--- src/rtl/core/btip_ram.sv ---
// ----------------------------------------------------------------------------
// btip_ram: generic single port write, single port read memory
// Registered read data.
// ----------------------------------------------------------------------------
module btip_ram #(
  parameter int WIDTH = 16,
  parameter int DEPTH = 16
) (
  input  logic                     clk,
  input  logic                     we,
  input  logic [$clog2(DEPTH)-1:0] waddr,
  input  logic [WIDTH-1:0]         wdata,
  input  logic [$clog2(DEPTH)-1:0] raddr,
  output logic [WIDTH-1:0]         rdata
);

  logic [WIDTH-1:0] mem [DEPTH];

  // write and registered read
  always_ff @(posedge clk) begin
    if (we) begin
      mem[waddr] <= wdata;
    end
    rdata <= mem[raddr];
  end

endmodule

--- config.mk ---
export PLATFORM = sky130hd
export DESIGN_NAME = btip_ram
export DESIGN_NICKNAME = d
export VERILOG_FILES = /design/src/rtl/core/btip_ram.sv
export SDC_FILE = /design/constraint.sdc
export NUM_CORES = 1
export LEC_CHECK = 0
export ABC_AREA = 1
export ABC_CLOCK_PERIOD_IN_PS = 1680
export BUFFER_PORTS_ARGS = -buffer_cell sky130_fd_sc_hd__buf_4
export CAP_MARGIN = 20
export CORE_AREA = 2 2 141 143
export DETAILED_ROUTE_END_ITERATION = 16
export DIE_AREA = 0 0 143 145
export GPL_ROUTABILITY_DRIVEN = 0
export PLACE_DENSITY = 0.82
export SLEW_MARGIN = 20
export SYNTH_ARGS = -nofsm -noshare
export SYNTH_HDL_FRONTEND = slang
export SYNTH_SLANG_ARGS = --single-unit
--- constraint.sdc ---
create_clock -name clk -period 1.68 [get_ports clk]
set_input_delay 0.084 -clock clk [delete_from_list [all_inputs] [get_ports clk]]
set_output_delay 0.084 -clock clk [all_outputs]
set_load 0.005 [all_outputs]
==> flow_summary.ini <==
[floorplanning]
io_pins = 42
die_width_um = 143
die_h_um = 145
initial_core_util_pct = 59.3
die-area_um2 = 20700
num_rows = 51
core_area_um2 = 19200

[status]
status = completed

[power_and_ir_drop]
p_int_mw = 11.4
seq_power_share_pct = 52.6
p_leak_nw = 5.73
clockPowerShare_pct = 40.5
switching_share_pct = 21.7
p_sw_mw = 3.15
power_density_nw_per_um2 = 1090
peakVddDrop_uv = 915
power_mw = 14.5
combPwrFrac_pct = 7.0

[layout]
multi_input_area_um2 = 2360
nets = 1183
fin_util_pct = 69.1
fill_cells = 1265
drive_gt1_share_pct = 12.0
area_growth_pct = 16.6
regArea_um2 = 8010
fin_cells = 1444
antenna_cells = 0

[sta]
finalHoldViolCount = 0
setup_slack_ps = 59.5
maxClockFrequency_ghz = 0.617
period_share_pct = 96.5
period_minus_slack_ps = 1620
final_max_slew_viol_count = 0
setup_viol = 0
tightestPinTransition_ps = 675
max_slew_margin_pct = 54.9
finalSetupTns_ps = 0
fin_skew_ps = 7.86

[hold_path]
min_path_type = input port to flip-flop

[grt]
grt_max_degree = 76
grt_pass1_wl_um = 41200
grt_usage_pct = 26.1
grt_overflow = 0
antenna_found_initial = 0
grt_pass1_vias = 7717

[run]
maxCapViolCount = 0

[worst_setup_path]
crit_buf_inv = 5
endpoint_kind = flip-flop
worstPathArrival_ps = 2100
crit_family = buffers and inverters
worst-setup-path-type = input port to flip-flop
crit_chain = dlygate4sd3_1 > buf_4 > clkinvlp_4 > buf_12 > nand3_1 > nand3_1 > dlygate4sd3_1 > nand2_1
slowest_delay_ps = 580
critical_path.max_fanout = 16
cp_slowest_cell = dlygate4sd3_1
critPathRequiredTime_ps = 2160
cp-start-kind = input port

[yosys]
ys_seq_area_share_pct = 70.4
avgSynthCellArea_um2 = 10.6
yosys_warnings = 0
yosys.area_share.simple_pct = 20.4
synthAdderAreaFrac_pct = 0
synth_top_family_by_area = simple AND/OR/NAND/NOR gates
syn-cell-area_um2 = 11400
ys_ff_latch = 272
synthCells = 1074
muxShareOfSynthArea_pct = 0
synth_nets = 1100
synth-compound-area-share_pct = 0
synth_xor_area_share_pct = 0
yosysUniqueCellTypes = 13

[routing]
drc_errors = 0
drt-vias-per-instance = 5.39
dr_total_vias = 7784
routedWlPerCell_um = 18.7
drt_wl_total_um = 27000
drt_iter0_drc = 791
drt.antenna.violating_nets = 0
first_pass_iters = 5

[placed_design]
dp_hpwl_um = 15400
port_buffers = 41
place_ws_ps = 396
placed_cells = 1371

[clocking]
clk_path_buf_depth = 3
clk_pin_slew_worst_paths_ps = 60
cts-root-buf = clkbuf_16
insertion_delay_ps = 530
htreeDepth = 1
numCtsBuffers = 28
cts_tree = yes
clock-sinks = 272
## routing by layer
layer / wire (um) / global-route usage [%] / part of all wire (%) / vias up
met3: 2940 / 5.35 / 11 / 85
met4: 920 / 9.75 / 3.4 / 0
met1: 9850 / 35.9 / 37 / 3625
met2: 13300 / 41.3 / 49 / 449
li1: - / - / - / 3625
met5: 0 / 0 / 0 / -
## state kept, by name (all words and copies together), names as in the netlist
signal,cells
mem,256
rdata,16
## placed cells by master (no fill, tap or decap), drive strengths merged, types with 15 or more instances in the layout
| cell type | count |
|---|---|
| dlygate4sd3 | 19 |
| edfxtp | 256 |
| clkbuf | 36 |
| nand2 | 341 |
| nand3 | 193 |
| inv | 196 |
| dfxtp | 16 |
| buf | 84 |
| nor2 | 17 |
| clkinv | 15 |
## worst paths after layout
check                 startpoint               end  slack [ps]  cells past startpoint
max                     raddr[2]  rdata[6]$_DFF_P_          60                      8
min                     raddr[1]  rdata[6]$_DFF_P_         190                      6
max reg2reg  mem[8][6]$_DFFE_PP_  rdata[6]$_DFF_P_          70                      7
min reg2reg  mem[6][6]$_DFFE_PP_  rdata[6]$_DFF_P_         680                      6
## synthesized netlist by cell type
| cell | n | area (um2) |
|---|---|---|
| buf_1 | 1 | 3.75 |
| buf_2 | 19 | 95.1 |
| buf_4 | 18 | 135 |
| buf_6 | 3 | 33.8 |
| clkbuf_1 | 10 | 37.5 |
| dfxtp_1 | 16 | 320 |
| edfxtp_1 | 256 | 7690 |
| inv_1 | 196 | 736 |
| inv_2 | 2 | 7.51 |
| nand2_1 | 341 | 1280 |
| nand3_1 | 193 | 966 |
| nand3b_1 | 2 | 15.0 |
| nor2_1 | 17 | 63.8 |
## kinds of logic after synthesis
logic type             after synthesis
and+or+nand+nor                    553
DFF                                272
buffers and inverters              249
## per-stage QoR
step | cell area, um2 | hold WS, ps
after floorplan | 11400 | 183
after global placement | 12200 | 390
after detailed placement | 12200 | 392
after CTS | 13200 | 174
after global routing | 13300 | 229
final | 13300 | 189
## power by group through the flow
stage,clock [mW],combinational [mW],sequential (mW)
floorplan,0,0.512,7.77
global placement,0,0.914,7.77
detailed placement,0,0.939,7.78
CTS,5.90,0.989,7.64
global route,6.17,1.11,7.65
finish,5.88,1.01,7.64
## worst min-delay path, delay by kind of cell
kind / cells / cell delay [ps]
and+or+nand+nor: 4 / 270
buffers and inverters: 2 / 310
## layout make-up
class                           instances  area share [%]
Inverter                              198            5.64
Clock inverter                         17           0.961
Sequential cell                       272            60.3
Timing Repair Buffer                  104            7.13
Multi-Input combinational cell        553            17.8
Clock buffer                           35            5.64
Tap cell                              265            2.50
## timing repair
item / 4_1_cts / 5_1_grt
hold endpoints to repair: 268 / 0
buffers inserted: 0 / 1
setup endpoints to repair: 0 / 1
hold buffers: 19 / 0
resized for setup: 0 / 1
No activity file was read; power rests on OpenSTA's default activity.
