## config.mk

```make
export PLATFORM = sky130hd
export DESIGN_NAME = btip_front
export DESIGN_NICKNAME = d
export VERILOG_FILES = /design/src/rtl/core/btip_pkg.sv /design/src/rtl/core/btip_front.sv
export SDC_FILE = /design/constraint.sdc
export NUM_CORES = 1
export LEC_CHECK = 0
export BUFFER_PORTS_ARGS = -buffer_cell sky130_fd_sc_hd__clkbuf_2
export CORE_ASPECT_RATIO = 2
export CORE_MARGIN = 4
export CORE_UTILIZATION = 58
export CTS_BUF_LIST = sky130_fd_sc_hd__clkbuf_8
export DETAILED_ROUTE_END_ITERATION = 6
export GPL_TIMING_DRIVEN = 1
export PLACE_DENSITY = 0.9
export SLEW_MARGIN = 20
export SYNTH_ARGS = -nofsm -noshare
export SYNTH_HDL_FRONTEND = slang
export SYNTH_SLANG_ARGS = --single-unit
```

## constraint.sdc

```tcl
create_clock -name clk -period 22.6 [get_ports clk]
set_input_delay 6.78 -clock clk [delete_from_list [all_inputs] [get_ports clk]]
set_output_delay 6.78 -clock clk [all_outputs]
set_load 0.1 [all_outputs]
```

## src/rtl/core/btip_pkg.sv

```systemverilog
// ----------------------------------------------------------------------------
// btip_pkg: shared types and constants of the bitplane pixel decoder
// Holds the size defaults, config register indexes and the front/back job
// record.
// ----------------------------------------------------------------------------
package btip_pkg;

  localparam int MaxWidthDef     = 1024;
  localparam int MaxPlanesDef    = 8;
  localparam int PaletteDepthDef = 256;
  localparam int MaxHeight       = 1024;
  localparam int WordBits        = 16;
  localparam int LastBit         = 15;

  // config register indexes
  localparam logic [2:0] REG_WIDTH  = 3'd0;
  localparam logic [2:0] REG_HEIGHT = 3'd1;
  localparam logic [2:0] REG_BPP    = 3'd2;
  localparam logic [2:0] REG_COLORS = 3'd3;
  localparam logic [2:0] REG_PLANAR = 3'd4;

  // input item kinds
  localparam logic FUNC_WORD  = 1'b0;
  localparam logic FUNC_ENTRY = 1'b1;

  // one group job handed from front to back
  typedef struct packed {
    logic [15:0] word;     // last plane word of the group
    logic [3:0]  planes;   // effective plane count
    logic [11:0] base;     // row store address of plane 0 of this group
    logic [11:0] stride;   // address step between planes
    logic        valid;    // plane layout allows a real index
    logic [8:0]  colors;   // effective color count
    logic [11:0] x0;       // column of first pixel
    logic [4:0]  npix;     // pixels to emit, 1..16
    logic [9:0]  y;
    logic        fdone;    // this group ends the frame
  } job_t;

endpackage

```

## src/rtl/core/btip_front.sv

```systemverilog
// ----------------------------------------------------------------------------
// btip_front: item intake, config registers and frame counters
// Stores early plane words, writes the palette and queues one job per group.
// ----------------------------------------------------------------------------
module btip_front #(
  parameter int MAX_WIDTH     = btip_pkg::MaxWidthDef,
  parameter int MAX_PLANES    = btip_pkg::MaxPlanesDef,
  parameter int PALETTE_DEPTH = btip_pkg::PaletteDepthDef,
  localparam int RS_DEPTH     = (MAX_PLANES - 1) * ((MAX_WIDTH + 15) / 16) + 1,
  localparam int RS_AW        = (RS_DEPTH > 1) ? $clog2(RS_DEPTH) : 1,
  localparam int PAL_AW       = $clog2(PALETTE_DEPTH)
) (
  input  logic                clk,
  input  logic                rst_n,
  input  logic                cfg_we,
  input  logic [2:0]          cfg_index,
  input  logic [10:0]         cfg_data,
  input  logic                in_push,
  output logic                in_full,
  input  logic                in_func,
  input  logic [15:0]         in_plane_word,
  input  logic [7:0]          in_entry_index,
  input  logic [31:0]         in_entry_color,
  output logic                rs_we,
  output logic [RS_AW-1:0]    rs_waddr,
  output logic [15:0]         rs_wdata,
  output logic                pal_we,
  output logic [PAL_AW-1:0]   pal_waddr,
  output logic [31:0]         pal_wdata,
  output logic                job_push,
  output btip_pkg::job_t      job,
  input  logic                job_full,
  input  logic                rs_busy,
  input  logic                pal_busy
);
  import btip_pkg::*;

  logic [10:0] width_r, height_r;
  logic [3:0]  bpp_r;
  logic [8:0]  colors_r;
  logic        planar_r;
  logic [3:0]  plane_r, plane_nxt;
  logic [8:0]  group_r, group_nxt;
  logic [10:0] row_r, row_nxt;

  logic [12:0] eff_w;
  logic [10:0] eff_h;
  logic [3:0]  eff_p;
  logic [8:0]  ngroups;
  logic [9:0]  pow_p;
  logic [8:0]  eff_c;
  logic        ilv_ok;
  logic [3:0]  p_cur;
  logic [8:0]  g_cur;
  logic [10:0] r_cur;
  logic        accept, is_last, emit;
  logic [12:0] x0_full, rem;

  // effective settings
  always_comb begin
    eff_w = (width_r == 11'd0) ? 13'd1 :
            ({2'd0, width_r} > 13'(MAX_WIDTH)) ? 13'(MAX_WIDTH) : {2'd0, width_r};
    eff_h = (height_r == 11'd0) ? 11'd1 :
            (height_r > 11'(MaxHeight)) ? 11'(MaxHeight) : height_r;
    eff_p = (bpp_r == 4'd0) ? 4'd1 :
            (bpp_r > 4'(MAX_PLANES)) ? 4'(MAX_PLANES) : bpp_r;
    ngroups = 9'((eff_w + 13'd15) >> 4);
    pow_p   = 10'd1 << eff_p;
    if (colors_r != 9'd0) begin
      eff_c = (colors_r > 9'(PALETTE_DEPTH)) ? 9'(PALETTE_DEPTH) : colors_r;
    end else begin
      eff_c = (pow_p > 10'(PALETTE_DEPTH)) ? 9'(PALETTE_DEPTH) : pow_p[8:0];
    end
    ilv_ok = ((bpp_r == 4'd1) || (bpp_r == 4'd2) || (bpp_r == 4'd4) ||
              (bpp_r == 4'd8)) && (bpp_r <= 4'(MAX_PLANES));
  end

  // intake stall: stored words wait for pending gathers, palette writes for an idle back
  always_comb begin
    if (in_func == FUNC_ENTRY) begin
      in_full = pal_busy;
    end else if (is_last) begin
      in_full = job_full;
    end else begin
      in_full = rs_busy;
    end
  end

  // counter wrap on use
  always_comb begin
    p_cur = (plane_r >= eff_p) ? 4'd0 : plane_r;
    g_cur = (group_r >= ngroups) ? 9'd0 : group_r;
    r_cur = (row_r >= eff_h) ? 11'd0 : row_r;
    is_last = (p_cur + 4'd1 == eff_p);
    accept  = in_push && !in_full;
    x0_full = {g_cur, 4'd0};
    rem     = eff_w - x0_full;
    emit    = accept && (in_func == FUNC_WORD) && is_last;
  end

  // row store, palette and job outputs
  always_comb begin
    rs_we    = accept && (in_func == FUNC_WORD) && !is_last;
    rs_waddr = planar_r ? RS_AW'(p_cur * ngroups + g_cur) : RS_AW'(p_cur);
    rs_wdata = in_plane_word;
    pal_we    = accept && (in_func == FUNC_ENTRY) &&
                ({1'b0, in_entry_index} < 9'(PALETTE_DEPTH));
    pal_waddr = PAL_AW'(in_entry_index);
    pal_wdata = in_entry_color;
    job_push  = emit;
    job.word   = in_plane_word;
    job.planes = eff_p;
    job.base   = planar_r ? 12'(g_cur) : 12'd0;
    job.stride = planar_r ? 12'(ngroups) : 12'd1;
    job.valid  = planar_r || ilv_ok;
    job.colors = eff_c;
    job.x0     = x0_full[11:0];
    job.npix   = (rem > 13'd16) ? 5'd16 : rem[4:0];
    job.y      = r_cur[9:0];
    job.fdone  = (g_cur + 9'd1 == ngroups) && (r_cur + 11'd1 == eff_h);
  end

  // counter advance
  always_comb begin
    plane_nxt = p_cur;
    group_nxt = g_cur;
    row_nxt   = r_cur;
    if (planar_r) begin
      group_nxt = g_cur + 9'd1;
      if (group_nxt >= ngroups) begin
        group_nxt = 9'd0;
        plane_nxt = p_cur + 4'd1;
        if (plane_nxt >= eff_p) begin
          plane_nxt = 4'd0;
          row_nxt = (r_cur + 11'd1 >= eff_h) ? 11'd0 : r_cur + 11'd1;
        end
      end
    end else begin
      plane_nxt = p_cur + 4'd1;
      if (plane_nxt >= eff_p) begin
        plane_nxt = 4'd0;
        group_nxt = g_cur + 9'd1;
        if (group_nxt >= ngroups) begin
          group_nxt = 9'd0;
          row_nxt = (r_cur + 11'd1 >= eff_h) ? 11'd0 : r_cur + 11'd1;
        end
      end
    end
  end

  // registers
  always_ff @(posedge clk) begin
    if (!rst_n) begin
      width_r  <= 11'd320;
      height_r <= 11'd200;
      bpp_r    <= 4'd4;
      colors_r <= 9'd0;
      planar_r <= 1'b0;
      plane_r  <= 4'd0;
      group_r  <= 9'd0;
      row_r    <= 11'd0;
    end else if (cfg_we) begin
      case (cfg_index)
        REG_WIDTH:  width_r  <= cfg_data;
        REG_HEIGHT: height_r <= cfg_data;
        REG_BPP:    bpp_r    <= cfg_data[3:0];
        REG_COLORS: colors_r <= cfg_data[8:0];
        REG_PLANAR: planar_r <= cfg_data[0];
        default: ;
      endcase
      if (cfg_index <= REG_PLANAR) begin
        plane_r <= 4'd0;
        group_r <= 9'd0;
        row_r   <= 11'd0;
      end
    end else if (accept && in_func == FUNC_WORD) begin
      plane_r <= plane_nxt;
      group_r <= group_nxt;
      row_r   <= row_nxt;
    end
  end

  // plane counter stays in range after a word
  assert property (@(posedge clk) disable iff (!rst_n)
    (accept && in_func == FUNC_WORD && !cfg_we) |=> (plane_r < 4'(MAX_PLANES)))
    else $error("plane counter out of range");
  assert property (@(posedge clk) disable iff (!rst_n)
    job_push |-> (job.npix != 5'd0 && job.npix <= 5'd16))
    else $error("empty group job");
  assert property (@(posedge clk) disable iff (!rst_n)
    !(rs_we && job_push))
    else $error("word both stored and issued");
  assert property (@(posedge clk) disable iff (!rst_n)
    !(rs_we && rs_busy))
    else $error("row store written under a pending gather");

endmodule

```

==> impl_metrics.tcl <==
set metrics [dict create \
    outcome "completed" \
    dominantRegCellSynth "sky130_fd_sc_hd__dfxtp_1" \
    finish.cell_count_without_fillers 1075 \
    dr.pass1.iters 7 \
    min-delay-path-class "reg2reg" \
    final_area_mm2 0.00700 \
    synthDistinctLibCells 75 \
    drt-wirelength-per-cell_um 18.4 \
    timing_worst_slew_pin_value_ns 0.818 \
    critical_path.max_fanout 3 \
    async_reset_ff_share_pct 0 \
    pwr_density_cell_mw_per_mm2 35.6 \
    postRouteAntennaNets 0 \
    hold-path-endpoint "height_r[9]$_SDFFE_PN0P_" \
    grtUsageTotal_pct 28.6 \
    crit_path_start_kind "input pin" \
    layout_commonest_cell "sky130_fd_sc_hd__nand2_1" \
    grt_pass1_vias 6597 \
    grt_overflow 0 \
    clock_insertion_delay_at_the_later_pin_of_the_skew_report_ns 0.35 \
    synth_seq_cells 60 \
    maxClockFrequency_mhz 68.2 \
    routabilityCongestion 0.994 \
    detailed_place.area_mm2 0.00684 \
    min-delay-start "height_r[9]$_SDFFE_PN0P_" \
    cts_htree_levels 3 \
    first_iter_violations 383 \
    cp.arrival_ns 7.89 \
    r2r_setup_slack_ns 15.35 \
    tritoncts.num_buffers 9 \
    maxSlewHeadroom_pct 45.4 \
    area_growth_syn_to_layout_pct 1.39 \
    dieWidth_um 85.2 \
    synthesis.area_mm2 0.00691 \
    first_pass_grt_wire_length_mm 31.5 \
    final_max_slew_viol_count 0 \
    post-cts-setup-buffer-count 0 \
    clkSinkCount 60 \
    port_buffers 87 \
    utilization_pct 59.8 \
    hpwl_mm 16.1 \
    root_buffer "sky130_fd_sc_hd__clkbuf_8" \
    drc 0 \
    n_antenna_cell 0 \
    final.period_utilization_pct 64.9 \
    synth_edf_count 0 \
    io_pins 229 \
    core_area_mm2 0.0117 \
    post_drt_via_cell_ratio 6.11 \
    hold_fix_buffer_count_after_cts 0 \
    floorplan.rows 56 \
    grt_antenna_before_repair 0 \
    total_leakage_power_nw 3.33 \
    routed_wl_mm 19.8 \
    timing.rr.start "width_r[10]$_SDFFE_PN0P_" \
    grt_setup_unrepaired "no" \
    die_h_um 162 \
    commonest_cells_after_routing_fill_and_taps_aside "147 x sky130_fd_sc_hd__nand2_1, 87 x sky130_fd_sc_hd__clkbuf_2, 74 x sky130_fd_sc_hd__nor2_1" \
    setup_cp_type "in2out" \
    setup-tns-final_ns 0 \
    max-cap-violations 0 \
    vdd.ir_drop.worst_v 0.0000345 \
    hold_viol 0 \
    setup.worst_path.end_class "primary output" \
    max-clock-path-buffers 2 \
    yosysSeqAreaShare_pct 17.4 \
    cp.required_ns 15.82 \
    clk_pin_slew_worst_paths_ns 0.06 \
    cts.repair.resized 0 \
    warning_count_from_the_yosys_run 0 \
    tritoncts "built" \
    totalPowerFinal_mw 0.249 \
    finish.net_count 1086 \
    grt_max_degree 50 \
    final_period_minus_worst_setup_slack_ns 14.67 \
    synthesis.instances 931 \
    skew_ns 0.00901 \
    r2r.worst_path.cells 28 \
    min_delay_path_depth 2 \
    drive_gt1_share_pct 13.5 \
    post_synth.cell_area_avg_um2 7.42 \
    setup_viol_count_final 0 \
    routed-via-count 6566 \
    placedCellCount 1062 \
    reg2reg_to "plane_r[1]$_SDFFE_PN0P_" \
    die_area_mm2 0.0138 \
    initial_utilization_pct 59.0 \
]
==> power breakdown <==
part           internal, mW  switching (mW)  total [mW]  leakage [nW]
Combinational        0.0126          0.0427      0.0553          2.76
Clock                0.0437          0.0408      0.0845        0.0831
Sequential            0.107         0.00240       0.110         0.485
==> stage by stage <==
step                setup slack (ns)  hold WS, ns
finish                          7.93        0.489
global route                    7.91        0.509
CTS                             7.92        0.485
detailed placement              7.93        0.477
global placement                7.95        0.468
floorplan                       6.66        0.453
==> registers in the layout (all words and copies together), names as in the netlist <==
signal / count
height_r: 11
row_r: 11
width_r: 11
colors_r: 9
group_r: 9
bpp_r: 4
plane_r: 4
planar_r: 1
==> cell usage after synthesis, types with 3 or more instances <==
library cell	n	area (um2)
sky130_fd_sc_hd__xor2_1	13	114
sky130_fd_sc_hd__a211o_1	3	26.3
sky130_fd_sc_hd__nor2_1	74	278
sky130_fd_sc_hd__o2111ai_1	3	26.3
sky130_fd_sc_hd__a21oi_1	29	145
sky130_fd_sc_hd__or2_2	3	18.8
sky130_fd_sc_hd__buf_4	86	646
sky130_fd_sc_hd__nor3b_1	5	37.5
sky130_fd_sc_hd__nand3_1	36	180
sky130_fd_sc_hd__o21ai_0	26	130
sky130_fd_sc_hd__nand2b_1	13	81.3
sky130_fd_sc_hd__nor3_1	12	60.1
sky130_fd_sc_hd__a31oi_1	13	81.3
sky130_fd_sc_hd__nand2_1	147	552
sky130_fd_sc_hd__a31o_2	3	26.3
sky130_fd_sc_hd__a41oi_1	3	26.3
sky130_fd_sc_hd__o21bai_1	5	37.5
sky130_fd_sc_hd__fa_1	18	360
sky130_fd_sc_hd__a2111oi_0	3	26.3
sky130_fd_sc_hd__clkbuf_1	28	105
sky130_fd_sc_hd__xnor2_1	21	184
sky130_fd_sc_hd__o21a_1	4	30.0
sky130_fd_sc_hd__and2_1	39	244
sky130_fd_sc_hd__a21o_1	11	82.6
sky130_fd_sc_hd__and3_1	14	87.6
sky130_fd_sc_hd__nor2b_1	17	106
sky130_fd_sc_hd__nand4_1	14	87.6
sky130_fd_sc_hd__buf_1	4	15.0
sky130_fd_sc_hd__ha_1	62	776
sky130_fd_sc_hd__dfxtp_1	60	1200
sky130_fd_sc_hd__mux2i_1	6	60.1
sky130_fd_sc_hd__a21boi_0	32	240
sky130_fd_sc_hd__nor4_1	5	31.3
sky130_fd_sc_hd__a22o_1	8	70.1
sky130_fd_sc_hd__inv_1	57	214
sky130_fd_sc_hd__or3_1	4	25.0
==> final cells by class <==
class / instances / area, um2
multi-input cells: 706 / 4760
flip-flops and latches: 60 / 1200
well taps: 145 / 181
fillers: 1076 / 4700
clock inverters: 2 / 12.5
inverters: 59 / 221
repair buffers: 92 / 473
clock buffers: 11 / 151
==> per-layer routing <==
layer / GRT usage, % / wire, um / share of wire (%) / vias to the layer above
li1: - / - / - / 3073
met1: 25.6 / 6090 / 31 / 3019
met2: 50.9 / 10000 / 51 / 316
met3: 3.30 / 1220 / 6.2 / 158
met4: 31.3 / 2420 / 12 / 0
met5: 0 / 0 / 0 / -
==> cell families (layout without fill, tap and decap cells) <==
family	count (synthesis)	after routing	synth area share, %
xor+xnor	34	34	4.31
buf+inv	179	164	14.4
other cells	2	16	0.109
flops	60	60	17.4
compound gates	175	175	18.9
simple gates	392	392	26.9
fa+ha+maj	81	81	16.6
mux	8	8	1.30
==> worst max path at each step <==
stage          startpoint        to  slack, ns
2_1_floorplan     in_func  job_push       6.66
3_3_place_gp      in_func     rs_we       7.95
3_5_place_dp      in_func     rs_we       7.93
4_1_cts           in_func     rs_we       7.92
5_1_grt           in_func     rs_we       7.91
6_report          in_func     rs_we       7.93
==> critical path, cell delays in order <==
cell and delay (ns):
sky130_fd_sc_hd__clkbuf_2 0.10, sky130_fd_sc_hd__nand2b_1 0.19, sky130_fd_sc_hd__nor3_1 0.29, sky130_fd_sc_hd__clkbuf_2 0.53
No activity file was read; power rests on OpenSTA's default activity.
