==> src/rtl/core/btip_pkg.sv <==
// ----------------------------------------------------------------------------
// btip_pkg: shared types and constants of the bitplane pixel decoder
// Holds the size defaults, config register indexes and the front/back job
// record.
// ----------------------------------------------------------------------------
package btip_pkg;

  localparam int MaxWidthDef     = 1024;
  localparam int MaxPlanesDef    = 8;
  localparam int PaletteDepthDef = 256;
  localparam int MaxHeight       = 1024;
  localparam int WordBits        = 16;
  localparam int LastBit         = 15;

  // config register indexes
  localparam logic [2:0] REG_WIDTH  = 3'd0;
  localparam logic [2:0] REG_HEIGHT = 3'd1;
  localparam logic [2:0] REG_BPP    = 3'd2;
  localparam logic [2:0] REG_COLORS = 3'd3;
  localparam logic [2:0] REG_PLANAR = 3'd4;

  // input item kinds
  localparam logic FUNC_WORD  = 1'b0;
  localparam logic FUNC_ENTRY = 1'b1;

  // one group job handed from front to back
  typedef struct packed {
    logic [15:0] word;     // last plane word of the group
    logic [3:0]  planes;   // effective plane count
    logic [11:0] base;     // row store address of plane 0 of this group
    logic [11:0] stride;   // address step between planes
    logic        valid;    // plane layout allows a real index
    logic [8:0]  colors;   // effective color count
    logic [11:0] x0;       // column of first pixel
    logic [4:0]  npix;     // pixels to emit, 1..16
    logic [9:0]  y;
    logic        fdone;    // this group ends the frame
  } job_t;

endpackage

==> src/rtl/core/btip_back.sv <==
// ----------------------------------------------------------------------------
// btip_back: job queue and pixel emitter
// Gathers plane words one per cycle, then sends pixels through the palette
// memory into a two-entry output queue.
// ----------------------------------------------------------------------------
module btip_back #(
  parameter int MAX_PLANES    = btip_pkg::MaxPlanesDef,
  parameter int RS_AW         = 4,
  parameter int PAL_AW        = 8
) (
  input  logic               clk,
  input  logic               rst_n,
  input  logic               job_push,
  input  btip_pkg::job_t     job,
  output logic               job_full,
  output logic               rs_busy,
  output logic               pal_busy,
  output logic [RS_AW-1:0]   rs_raddr,
  input  logic [15:0]        rs_rdata,
  output logic [PAL_AW-1:0]  pal_raddr,
  input  logic [31:0]        pal_rdata,
  output logic               out_empty,
  input  logic               out_pop,
  output logic [31:0]        out_pixel_color,
  output logic [9:0]         out_pixel_x,
  output logic [9:0]         out_pixel_y,
  output logic               out_run_last,
  output logic               out_frame_done
);
  import btip_pkg::*;

  localparam int PwAw = (MAX_PLANES > 1) ? $clog2(MAX_PLANES) : 1;

  typedef enum logic [3:0] {
    S_IDLE = 4'b0001,
    S_LOAD = 4'b0010,
    S_WAIT = 4'b0100,
    S_EMIT = 4'b1000
  } state_t;

  typedef struct packed {
    logic [31:0] color;
    logic [9:0]  x;
    logic [9:0]  y;
    logic        last;
    logic        fdone;
  } pix_t;

  // two-entry job queue
  job_t        jq_r [2];
  logic        jq_wp_r, jq_rp_r;
  logic [1:0]  jq_cnt_r;
  job_t        cur_r;
  state_t      state_r, state_nxt;
  logic [3:0]  q_r;          // plane being read
  logic [3:0]  qd_r;         // plane whose data arrives
  logic        rd_pend_r;
  logic [15:0] pw_r [MAX_PLANES];
  logic [4:0]  k_r;
  logic        issue;
  logic [7:0]  idx;
  logic [8:0]  idx_c;
  // palette read pipeline
  logic        pv_r;
  logic [9:0]  px_r, py_r;
  logic        pl_r, pf_r;
  // output queue
  pix_t        oq_r [2];
  logic        oq_wp_r, oq_rp_r;
  logic [1:0]  oq_cnt_r;
  logic        opop;
  logic        take_job;

  assign job_full = (jq_cnt_r == 2'd2);
  // row store still needed by a queued or loading job
  assign rs_busy  = (jq_cnt_r != 2'd0) || (state_r == S_LOAD);
  // palette still needed by some pixel
  assign pal_busy = (jq_cnt_r != 2'd0) || (state_r != S_IDLE);
  assign take_job = (state_r == S_IDLE) && (jq_cnt_r != 2'd0);
  assign rs_raddr = RS_AW'(cur_r.base + 12'(q_r) * cur_r.stride);
  // room for a pixel in flight plus the new one
  assign issue = (state_r == S_EMIT) &&
                 ({1'b0, oq_cnt_r} + {2'd0, pv_r} < 3'd2);
  assign opop = out_pop && !out_empty;

  // index of pixel k
  always_comb begin
    idx = 8'd0;
    for (int q = 0; q < MAX_PLANES; q++) begin
      if (4'(q) < cur_r.planes) begin
        idx[q] = (4'(q) + 4'd1 == cur_r.planes) ? cur_r.word[4'(LastBit) - k_r[3:0]]
                                                : pw_r[q][4'(LastBit) - k_r[3:0]];
      end
    end
    if (!cur_r.valid) idx = 8'd0;
    idx_c = ({1'b0, idx} >= cur_r.colors) ? cur_r.colors - 9'd1 : {1'b0, idx};
  end
  assign pal_raddr = PAL_AW'(idx_c);

  // control state
  always_comb begin
    state_nxt = state_r;
    case (state_r)
      S_IDLE: if (take_job) state_nxt = S_LOAD;
      S_LOAD: if (q_r + 4'd1 >= cur_r.planes) state_nxt = S_WAIT;
      S_WAIT: state_nxt = S_EMIT;
      S_EMIT: if (issue && k_r + 5'd1 == cur_r.npix) state_nxt = S_IDLE;
      default: state_nxt = S_IDLE;
    endcase
  end

  always_ff @(posedge clk) begin
    if (!rst_n) begin
      state_r   <= S_IDLE;
      jq_wp_r   <= 1'b0;
      jq_rp_r   <= 1'b0;
      jq_cnt_r  <= 2'd0;
      oq_wp_r   <= 1'b0;
      oq_rp_r   <= 1'b0;
      oq_cnt_r  <= 2'd0;
      pv_r      <= 1'b0;
      rd_pend_r <= 1'b0;
      q_r       <= 4'd0;
      k_r       <= 5'd0;
    end else begin
      state_r <= state_nxt;
      // job queue
      if (job_push) begin
        jq_r[jq_wp_r] <= job;
        jq_wp_r <= ~jq_wp_r;
      end
      if (take_job) begin
        cur_r   <= jq_r[jq_rp_r];
        jq_rp_r <= ~jq_rp_r;
        q_r     <= 4'd0;
        k_r     <= 5'd0;
      end
      jq_cnt_r <= jq_cnt_r + {1'b0, job_push} - {1'b0, take_job};
      // plane gather, data arrives in the cycle after its address
      rd_pend_r <= (state_r == S_LOAD);
      qd_r      <= q_r;
      if (state_r == S_LOAD) q_r <= q_r + 4'd1;
      if (rd_pend_r) pw_r[qd_r[PwAw-1:0]] <= rs_rdata;
      // pixel issue
      pv_r <= issue;
      if (issue) begin
        px_r <= 10'(cur_r.x0 + 12'(k_r));
        py_r <= cur_r.y;
        pl_r <= (k_r + 5'd1 == cur_r.npix);
        pf_r <= (k_r + 5'd1 == cur_r.npix) && cur_r.fdone;
        k_r  <= k_r + 5'd1;
      end
      // output queue
      if (pv_r) begin
        oq_r[oq_wp_r] <= '{color: pal_rdata, x: px_r, y: py_r, last: pl_r, fdone: pf_r};
        oq_wp_r <= ~oq_wp_r;
      end
      if (opop) oq_rp_r <= ~oq_rp_r;
      oq_cnt_r <= oq_cnt_r + {1'b0, pv_r} - {1'b0, opop};
    end
  end

  assign out_empty       = (oq_cnt_r == 2'd0);
  assign out_pixel_color = oq_r[oq_rp_r].color;
  assign out_pixel_x     = oq_r[oq_rp_r].x;
  assign out_pixel_y     = oq_r[oq_rp_r].y;
  assign out_run_last    = oq_r[oq_rp_r].last;
  assign out_frame_done  = oq_r[oq_rp_r].fdone;

  // queues never overflow and no pixel goes past its group end
  assert property (@(posedge clk) disable iff (!rst_n)
    oq_cnt_r <= 2'd2) else $error("output queue overflow");
  assert property (@(posedge clk) disable iff (!rst_n)
    jq_cnt_r <= 2'd2) else $error("job queue overflow");
  assert property (@(posedge clk) disable iff (!rst_n)
    issue |-> (k_r < cur_r.npix)) else $error("pixel past group end");
endmodule

==> config.mk <==
export PLATFORM = sky130hd
export DESIGN_NAME = btip_back
export DESIGN_NICKNAME = d
export VERILOG_FILES = /design/src/rtl/core/btip_pkg.sv /design/src/rtl/core/btip_back.sv
export SDC_FILE = /design/constraint.sdc
export NUM_CORES = 1
export LEC_CHECK = 0
export BUFFER_PORTS_ARGS = -buffer_cell sky130_fd_sc_hd__buf_2
export CORE_UTILIZATION = 63
export CTS_BUF_LIST = sky130_fd_sc_hd__clkbuf_8
export CTS_CLUSTER_SIZE = 25
export DETAILED_ROUTE_END_ITERATION = 10
export PLACE_DENSITY = 0.95
export SLEW_MARGIN = 20
export SYNTH_ARGS = -nofsm -noshare
export SYNTH_HDL_FRONTEND = slang
export SYNTH_SLANG_ARGS = --single-unit
==> constraint.sdc <==
create_clock -name clk -period 7.4 [get_ports clk]
set_input_delay 1.48 -clock clk [delete_from_list [all_inputs] [get_ports clk]]
set_output_delay 1.48 -clock clk [all_outputs]
set_load 0.03 [all_outputs]
==> flow_summary_export.csv, run 1 <==
group,metric,value,unit
synth,ys_async_sr_fraction,0,%
synth,syn_nets,1219,
worst_setup_path,critical_path_buf_inv_count,3,
route,vias_per_cell,5.859,
worst_setup_path,r2r_cells,6,
synth,synthCells,1052,
timing,period_share,87.46,%
cells_and_area,utilization,74.42,%
floorplan,die_area,0.03063,mm2
cts,clk_latency,0.61,ns
timing,worst_slack,0.9280,ns
route,drcViolationCount,0,
route,drt-initial-drc-count,909,
place,place_hpwl,23930,um
cts,clk_path_buf_depth,3,
cts,postCtsSetupRepairBufs,0,
timing,finalMaxSlewViolations,0,
synth,synthFlopType,"edfxtp_1",
route,drt_pass1_iterations,5,
route,wirelength,37410,um
timing,fmax,154.5,MHz
worst_setup_path,path_cells,"buf_4 -> mux4_2 -> mux2i_1 -> o22a_1 -> a21oi_1 -> ha_1 -> nand2_1 -> a2111oi_0 -> a22oi_1 -> buf_4 -> nor3b_1 -> a211oi_1 -> buf_2",
timing,setup_viol_count_final,0,
worst_hold_path,hold_path_startpoint,"cur_r[7]$_DFFE_PP_",
timing,layout_min_cycle_time,6.472,ns
floorplan,die_h,175.0,um
floorplan,start_util,64.83,%
worst_setup_path,path_common_cell,"buf_4",
synth,netlist-cell-type-count,62,
grt,grt_pass1_wl,56930,um
route,wl_per_cell,21.50,um
worst_setup_path,rrSetupSlack,4.47,ns
timing,relSlewSlack,31.40,%
synth,synth_edf_count,453,
cells_and_area,area_growth,14.79,%
timing,grt_setup_unrepaired,"false",
synth,synth_top_area_cell,"edfxtp_1",
floorplan,die_w,175.0,um
power,ir_drop,0.2158,mV
synth,synth_area,0.01886,mm2
cts,tritoncts,"done",
synth,post-synth-top-count-cell,"edfxtp_1",
worst_setup_path,worstSetupPathType,"reg2out",
place,pre_cts_ws,1.475,ns
worst_setup_path,critPathRequiredTime,5.92,ns
synth,ys_seq_elements,477,
cts,cts_made_buffers,73,
place,place.port_buffers,185,
worst_setup_path,cp_slowest_cell,"dfxtp_2",
floorplan,ios,204,
worst_setup_path,crit_start,"k_r[0]$_SDFFE_PN0P_",
worst_setup_path,critical_path.top_delay_family,"compound AO/OA/AOI/OAI gates",
timing,finClkSkew,0.03536,ns
worst_setup_path,cp-end-kind,"primary output",
synth,yosysSeqAreaShare,74.67,%
worst_hold_path,hold_class,"reg2reg",
timing,worst_pin_slew,1.029,ns
worst_setup_path,slowest_delay,0.96,ns
grt,grt.total_usage,24.71,%
grt,grt-ovfl-total,0,
cts,cts_num_sinks,477,
synth,ys_warn_count,0,
status,outcome,"finished, final reports clean",
cts,htree_levels,3,
worst_setup_path,timing.critical_path.fanout_max,29,
power,power_density,282.6,mW/mm2
power,power_leakage,7.640,nW
timing,whs,0.4196,ns
synth,syn_area_per_cell,17.93,um2
worst_hold_path,holdPathStages,0,
floorplan,rows,62,
synth,ys_top_cells_by_area,"edfxtp_1, mux2_2, mux4_2",
worst_setup_path,r2r-start,"k_r[0]$_SDFFE_PN0P_",
timing,finalSetupTns,0,ns
synth,synth_common_cells,"edfxtp_1, mux2_2, nand2_1",
worst_setup_path,cp.arrival,4.99,ns
floorplan,core_region_area,0.02909,mm2
grt,grt_pass1_vias,10800,
worst_hold_path,hold-path-endpoint,"py_r[6]$_DFFE_PP_",
route,ant_nets,0,
route,vias,10200,
cts,clk_pin_slew,0.06,ns
synth,synth_top_area_share,72.12,%
flow_run,drv_cap,0,
cells_and_area,nets,1460,
grt,grt_max_degree,65,
cells_and_area,drive_gt1_share,34.27,%
place,globalplace.congestion,0.8378,
cts,cts_resized,0,
cts,hold_buffers,0,
worst_setup_path,crit_path_start_kind,"register",
worst_setup_path,r2r-end,"px_r[9]$_DFFE_PP_",
cts,clockRootBuffer,"clkbuf_8",
timing,hold_violations,0,
grt,antenna_found_initial,4,
## flip-flops by register name (all words and copies together) (netlist names), named ones only
register	count
cur_r	64
qd_r	3
oq_rp_r	1
pw_r	128
jq_rp_r	1
state_r	4
px_r	10
k_r	5
pl_r	1
jq_cnt_r	2
pv_r	1
oq_r	108
q_r	4
oq_wp_r	1
pf_r	1
oq_cnt_r	2
py_r	10
jq_wp_r	1
rd_pend_r	1
jq_r	128
## per-stage QoR
stage | area, um2 | power [mW] | cells
after global placement | 20250 | 4.107 | 1602
after floorplan | 18860 | 3.888 | 1052
after global routing | 21640 | 6.347 | 1738
after CTS | 21620 | 6.153 | 1735
after detailed placement | 20260 | 4.151 | 1602
final | 21650 | 6.118 | 1740
## kinds of logic after synthesis
| family | share of synthesized area, % |
|---|---|
| mux | 11.71 |
| compound gates | 3.377 |
| fa+ha+maj | 2.309 |
| xor+xnor | 1.765 |
| buf+inv | 1.539 |
| simple gates | 4.631 |
| flops | 74.67 |
## worst max path at each step
stage / end / slack (ns) / cells after the start
after floorplan: pal_raddr[2] / 2.09 / 13
after global placement: pal_raddr[5] / 1.64 / 13
after detailed placement: pal_raddr[4] / 1.48 / 13
after CTS: pal_raddr[5] / 0.91 / 13
after global routing: pal_raddr[5] / 0.44 / 13
final: pal_raddr[5] / 0.93 / 13
## layer usage
metal / up-vias / GRT usage (%) / wire [um]
met5: - / 0 / 0
met4: 0 / 10.04 / 1142
met3: 97 / 6.092 / 3113
met2: 532 / 43.06 / 19200
met1: 4984 / 29.49 / 13960
li1: 4582 / - / -
## cells in the final DEF (no fill, tap or decap), types with 7 or more instances in the layout
cell type    n
clkinv_2     9
mux2_2     122
o21ai_0     14
mux4_2      25
nor3_1       7
nand2b_1    10
inv_1       63
nor2_1      32
and2_1      20
buf_2      185
ha_1        30
a21oi_1     18
nand2_1     42
xnor2_1     30
nor2b_1     15
clkbuf_8    75
buf_4       15
clkinv_1     9
mux2i_1     26
xor2_1       8
dfxtp_1     21
edfxtp_1   453
nand3_1     11
## where the power goes
group / internal (mW) / switching (mW)
logic: 0.357 / 0.509
registers: 3.14 / 0.102
clock network: 1.00 / 1.01
## area by class of cell
cell class	instances	area, um2
Clock inverter	58	327.8
Sequential cell	477	14090
Clock buffer	75	1032
Inverter	34	127.6
Tap cell	384	480.5
Antenna cell	5	12.51
Timing Repair Buffer	200	1039
Multi-Input combinational cell	507	4541
Fill cell	1592	7441
No activity file was read; power rests on OpenSTA's default activity.
==> run 2, diff against run 1 <==
- CORE_UTILIZATION: 63 -> 30
- PLACE_DENSITY: 0.95 -> default
==> run 2 against run 1 <==
Net effect: clock skew fell by 0.015 ns; critical path type unchanged; via count fell by 2.9%; largest cell class unchanged; final cell count is 27% higher; clock-buffer cell count up 10; routed wire length rose by 5.9%; non-clock buffer count up 6; first-iteration DRC count decreased by 39%; final area is 3.4% higher.
==> flow_summary_export.csv, run 2 (synthesis gave the netlist of run 1 again) <==
group,metric,value,unit
timing,layout_min_cycle_time,6.697,ns
worst_setup_path,r2r-end,"px_r[8]$_DFFE_PP_",
cells_and_area,fillers,5903,
power,power_leakage,7.758,nW
cts,cts_made_buffers,83,
floorplan,die_h,252.7,um
timing,finalMaxSlewViolations,0,
timing,worst_pin_slew,1.081,ns
place,place.port_buffers,185,
power,ir_drop,0.1277,mV
floorplan,die_w,252.7,um
worst_setup_path,critPathRequiredTime,5.92,ns
timing,setup_viol_count_final,0,
worst_setup_path,crit_path_start_kind,"register",
timing,hold_violations,0,
route,wirelength,39640,um
route,wl_per_cell,17.93,um
worst_setup_path,crit_start,"k_r[0]$_SDFFE_PN0P_",
flow_run,drv_cap,0,
cts,hold_buffers,0,
cts,clk_latency,0.65,ns
worst_setup_path,r2r_cells,9,
worst_setup_path,worstSetupPathType,"reg2out",
timing,period_share,90.49,%
power,p_sw_share,26.23,%
route,ant_nets,0,
cts,tritoncts,"done",
route,drt-initial-drc-count,558,
cells_and_area,final_common_cell,"edfxtp_1",
place,place_hpwl,24800,um
cells_and_area,nets,1476,
cells_and_area,drive_gt1_share,34.55,%
power,pwr-share-clk,35.0,%
cts,clockRootBuffer,"clkbuf_8",
worst_setup_path,cp.arrival,5.22,ns
power,power_density,282.8,mW/mm2
timing,whs,0.4168,ns
cts,clk_path_buf_depth,3,
worst_setup_path,endpoint,"pal_raddr[4]",
floorplan,die_area,0.06388,mm2
cts,cts_resized,0,
grt,grt-ovfl-total,0,
floorplan,start_util,30.45,%
route,vias_per_cell,4.481,
worst_setup_path,cp-end-kind,"primary output",
cells_and_area,final_cell_mix,"edfxtp_1, buf_2, mux2_2, clkbuf_8, inv_1",
cts,clk_pin_slew,0.06,ns
timing,finalSetupTns,0,ns
timing,finClkSkew,0.02053,ns
route,vias,9902,
power,switchingPower,1.661,mW
worst_setup_path,rrSetupSlack,4.44,ns
route,drt_pass1_iterations,5,
cts,htree_levels,3,
route,drcViolationCount,0,
worst_setup_path,timing.critical_path.fanout_max,22,
power,seq_power_share,50.8,%
grt,grt_pass1_vias,10350,
power,combPwrFrac,14.2,%
status,outcome,"finished, final reports clean",
timing,relSlewSlack,27.92,%
timing,fmax,149.3,MHz
grt,grt_max_degree,65,
place,globalplace.congestion,0.8106,
cells_and_area,area_growth,18.73,%
cells_and_area,fin_cells,2210,
timing,grt_setup_unrepaired,"false",
power,total_power,6.334,mW
grt,antenna_found_initial,3,
cts,cts_num_sinks,477,
grt,grt_pass1_wl,60250,um
worst_hold_path,hold_class,"reg2reg",
floorplan,ios,204,
grt,grt.total_usage,12.55,%
power,p_int,4.672,mW
floorplan,core_region_area,0.06194,mm2
cts,postCtsSetupRepairBufs,0,
place,dp_cells,2061,
worst_setup_path,r2r-start,"k_r[0]$_SDFFE_PN0P_",
floorplan,rows,91,
## run 2: worst min path at each step
stage	depth (start not counted)	to	slack (ns)	start
floorplan	0	py_r[0]$_DFFE_PP_	0.40	cur_r[1]$_DFFE_PP_
global placement	0	py_r[0]$_DFFE_PP_	0.40	cur_r[1]$_DFFE_PP_
detailed placement	0	py_r[2]$_DFFE_PP_	0.40	cur_r[3]$_DFFE_PP_
CTS	0	py_r[7]$_DFFE_PP_	0.41	cur_r[8]$_DFFE_PP_
global route	0	py_r[0]$_DFFE_PP_	0.43	cur_r[1]$_DFFE_PP_
finish	0	py_r[7]$_DFFE_PP_	0.42	cur_r[8]$_DFFE_PP_
## run 2: cell type report
type | instances | area, um2 | share of cell area (%)
flip-flops and latches | 477 | 14090 | 62.91
clock inverters | 63 | 352.8 | 1.576
inverters | 34 | 127.6 | 0.5699
well taps | 837 | 1047 | 4.676
repair buffers | 206 | 1084 | 4.839
diodes | 1 | 2.502 | 0.01117
clock buffers | 85 | 1170 | 5.224
multi-input cells | 507 | 4523 | 20.20
## run 2: power by group through the flow
stage                     registers, mW  clock network (mW)  logic [mW]
after floorplan                    3.25                   0       0.643
after CTS                          3.22                2.31       0.931
final                              3.22                2.22       0.900
after detailed placement           3.27                   0       0.925
after global routing               3.23                2.42       0.995
after global placement             3.27                   0       0.912
## run 2: metrics by stage
step	util [%]	area, um2	setup slack [ns]
floorplan	-	18860	2.088
global placement	33.68	20860	1.359
detailed placement	33.68	20860	1.375
CTS	36.14	22390	0.6020
global route	36.15	22390	0.1810
finish	36.15	22390	0.7034
## run 2: per-layer routing
layer  track usage (%)  share of wire (%)
met4             5.264                2.8
met5                 0              0.023
met3             3.059                5.0
met2             21.20                 48
met1             15.25                 44
## run 2: critical path, stage by stage, from the launching register on
cell and delay, ns:
dfxtp_2 0.86, buf_4 0.37, mux4_2 0.56, o21a_1 0.22
o32ai_1 0.20, ha_1 0.30, nand2b_1 0.14, a2111o_1 0.41
a22oi_1 0.25, buf_4 0.27, nor2_1 0.07, a211oi_1 0.57
buf_2 0.32
==> run 3, diff against run 2 <==
- CAP_MARGIN: default -> 20
- PLACE_DENSITY: default -> 0.5
==> run 3 against run 2 <==
Net effect: combinational power shrank 0.4%; first-iteration DRC count grew 11%; global-route usage grew 0.41 points; non-clock buffer count grew 4; clock power is essentially flat; final cell count grew 0.32%; via count shrank 1.0%; clock skew grew 0.029 ns; largest power group unchanged; final area grew 0.27%.
==> flow_summary_export.csv, run 3 (synthesis gave the netlist of run 1 again) <==
group,metric,value,unit
flow_run,drv_cap,0,
place,place.port_buffers,185,
place,pre_cts_ws,1.227,ns
cells_and_area,area_growth,19.05,%
cts,cts_made_buffers,82,
grt,grt.total_usage,12.96,%
cts,htree_levels,3,
floorplan,die_w,252.7,um
worst_hold_path,hold-path-endpoint,"oq_r[0][0]$_DFFE_PP_",
worst_setup_path,critical_path.top_delay_family,"compound AO/OA/AOI/OAI gates",
timing,setup_viol_count_final,0,
route,wl_per_cell,18.31,um
route,ant_nets,0,
route,wirelength,40590,um
route,drt-initial-drc-count,618,
worst_setup_path,cp.arrival,5.34,ns
power,power_density,283.0,mW/mm2
worst_setup_path,critical_path_buf_inv_count,2,
cells_and_area,final_common_cell,"edfxtp_1",
worst_hold_path,hold_class,"reg2reg",
cells_and_area,final_cell_mix,"edfxtp_1, buf_2, mux2_2, clkbuf_8, inv_1",
route,drcViolationCount,0,
route,vias,9803,
cts,clockRootBuffer,"clkbuf_8",
timing,hold_violations,0,
cells_and_area,nets,1479,
worst_setup_path,crit_path_start_kind,"register",
worst_setup_path,r2r_cells,8,
timing,grt_setup_unrepaired,"false",
timing,relSlewSlack,30.72,%
grt,grt-ovfl-total,0,
cells_and_area,fin_area,0.02245,mm2
worst_setup_path,r2r-start,"k_r[1]$_SDFFE_PN0P_",
worst_setup_path,rrSetupSlack,4.36,ns
power,ir_drop,0.1527,mV
floorplan,ios,204,
grt,grt_pass1_wl,61880,um
floorplan,die_h,252.7,um
cells_and_area,drive_gt1_share,34.28,%
cts,postCtsSetupRepairBufs,0,
cts,tritoncts,"done",
cts,cts_resized,0,
worst_setup_path,cp-end-kind,"primary output",
worst_setup_path,timing.critical_path.fanout_max,16,
place,place_hpwl,25580,um
worst_setup_path,slowest_delay,0.77,ns
cts,hold_buffers,0,
worst_setup_path,r2r-end,"px_r[8]$_DFFE_PP_",
place,globalplace.congestion,0.8371,
power,power_leakage,7.803,nW
worst_hold_path,hold_path_startpoint,"pf_r$_DFFE_PP_",
timing,fmax,146.6,MHz
grt,grt_pass1_vias,10160,
grt,antenna_found_initial,4,
timing,worst_slack,0.5796,ns
timing,period_share,92.17,%
timing,worst_pin_slew,1.039,ns
worst_setup_path,worstSetupPathType,"reg2out",
status,outcome,"finished, final reports clean",
worst_setup_path,path_cells,"nor2b_1 -> a2111oi_0 -> nor4b_1 -> o32ai_1 -> ha_1 -> nand2b_1 -> a2111o_1 -> a22oi_1 -> buf_4 -> nor2_1 -> a211oi_1 -> buf_2",
route,drt_pass1_iterations,4,
cts,clk_path_buf_depth,3,
floorplan,die_area,0.06388,mm2
worst_setup_path,critPathRequiredTime,5.92,ns
worst_setup_path,cp_slowest_cell,"a2111oi_0",
timing,finalSetupTns,0,ns
cts,cts_num_sinks,477,
timing,layout_min_cycle_time,6.820,ns
floorplan,core_region_area,0.06194,mm2
floorplan,rows,91,
place,placedInstanceArea,0.02090,mm2
cts,clk_latency,0.67,ns
route,vias_per_cell,4.422,
grt,grt_max_degree,66,
cts,clk_pin_slew,0.06,ns
floorplan,start_util,30.45,%
timing,finClkSkew,0.04954,ns
worst_hold_path,holdPathStages,0,
timing,finalMaxSlewViolations,0,
==> run 3: changes by cell type in the layout (fill, tap and decap cells not counted), moves of 2 or more <==
cell	before	now
clkinvlp_4	3	0
inv_6	3	1
inv_12	0	2
clkinv_2	9	5
inv_1	64	68
clkinv_1	14	16
buf_4	21	25
inv_8	0	2
diode_2	1	3
==> run 3: metrics by stage <==
stage / power [mW] / std cells / utilization, % / hold WS, ns
after floorplan: 3.888 / 1052 / - / 0.4003
after global placement: 4.174 / 2065 / 33.74 / 0.4024
after detailed placement: 4.188 / 2065 / 33.75 / 0.4045
after CTS: 6.485 / 2214 / 36.24 / 0.4019
after global routing: 6.682 / 2215 / 36.24 / 0.4167
final: 6.354 / 2217 / 36.25 / 0.4079
==> run 3: area by class of cell <==
type / count / area, um2
fillers: 5910 / 39490
well taps: 837 / 1047
clock inverters: 65 / 386.6
diodes: 3 / 7.507
multi-input cells: 507 / 4526
flip-flops and latches: 477 / 14090
repair buffers: 210 / 1114
inverters: 34 / 127.6
clock buffers: 84 / 1156
==> run 3: where the power goes <==
| part | switching (mW) | internal, mW | total, mW |
|---|---|---|---|
| Clock | 1.07 | 1.17 | 2.25 |
| Sequential | 0.0718 | 3.14 | 3.21 |
| Combinational | 0.538 | 0.357 | 0.896 |
| Total | 1.68 | 4.67 | 6.35 |
==> run 3: worst max path at each step <==
stage	start	to	slack, ns	cells after the start
6_report	k_r[2]$_SDFFE_PN0P_	pal_raddr[5]	0.58	12
3_5_place_dp	k_r[2]$_SDFFE_PN0P_	pal_raddr[5]	1.23	13
3_3_place_gp	k_r[0]$_SDFFE_PN0P_	pal_raddr[5]	1.27	14
2_1_floorplan	k_r[1]$_SDFFE_PN0P_	pal_raddr[2]	2.09	13
5_1_grt	k_r[0]$_SDFFE_PN0P_	pal_raddr[4]	0.29	15
4_1_cts	k_r[2]$_SDFFE_PN0P_	pal_raddr[5]	0.51	12
==> run 3: layer usage <==
metal	wire length, um	track usage [%]	up-vias
met2	19390	21.15	260
met4	902	4.398	0
met5	0	0	-
met3	2635	3.471	77
li1	-	-	4625
met1	17660	16.59	4841
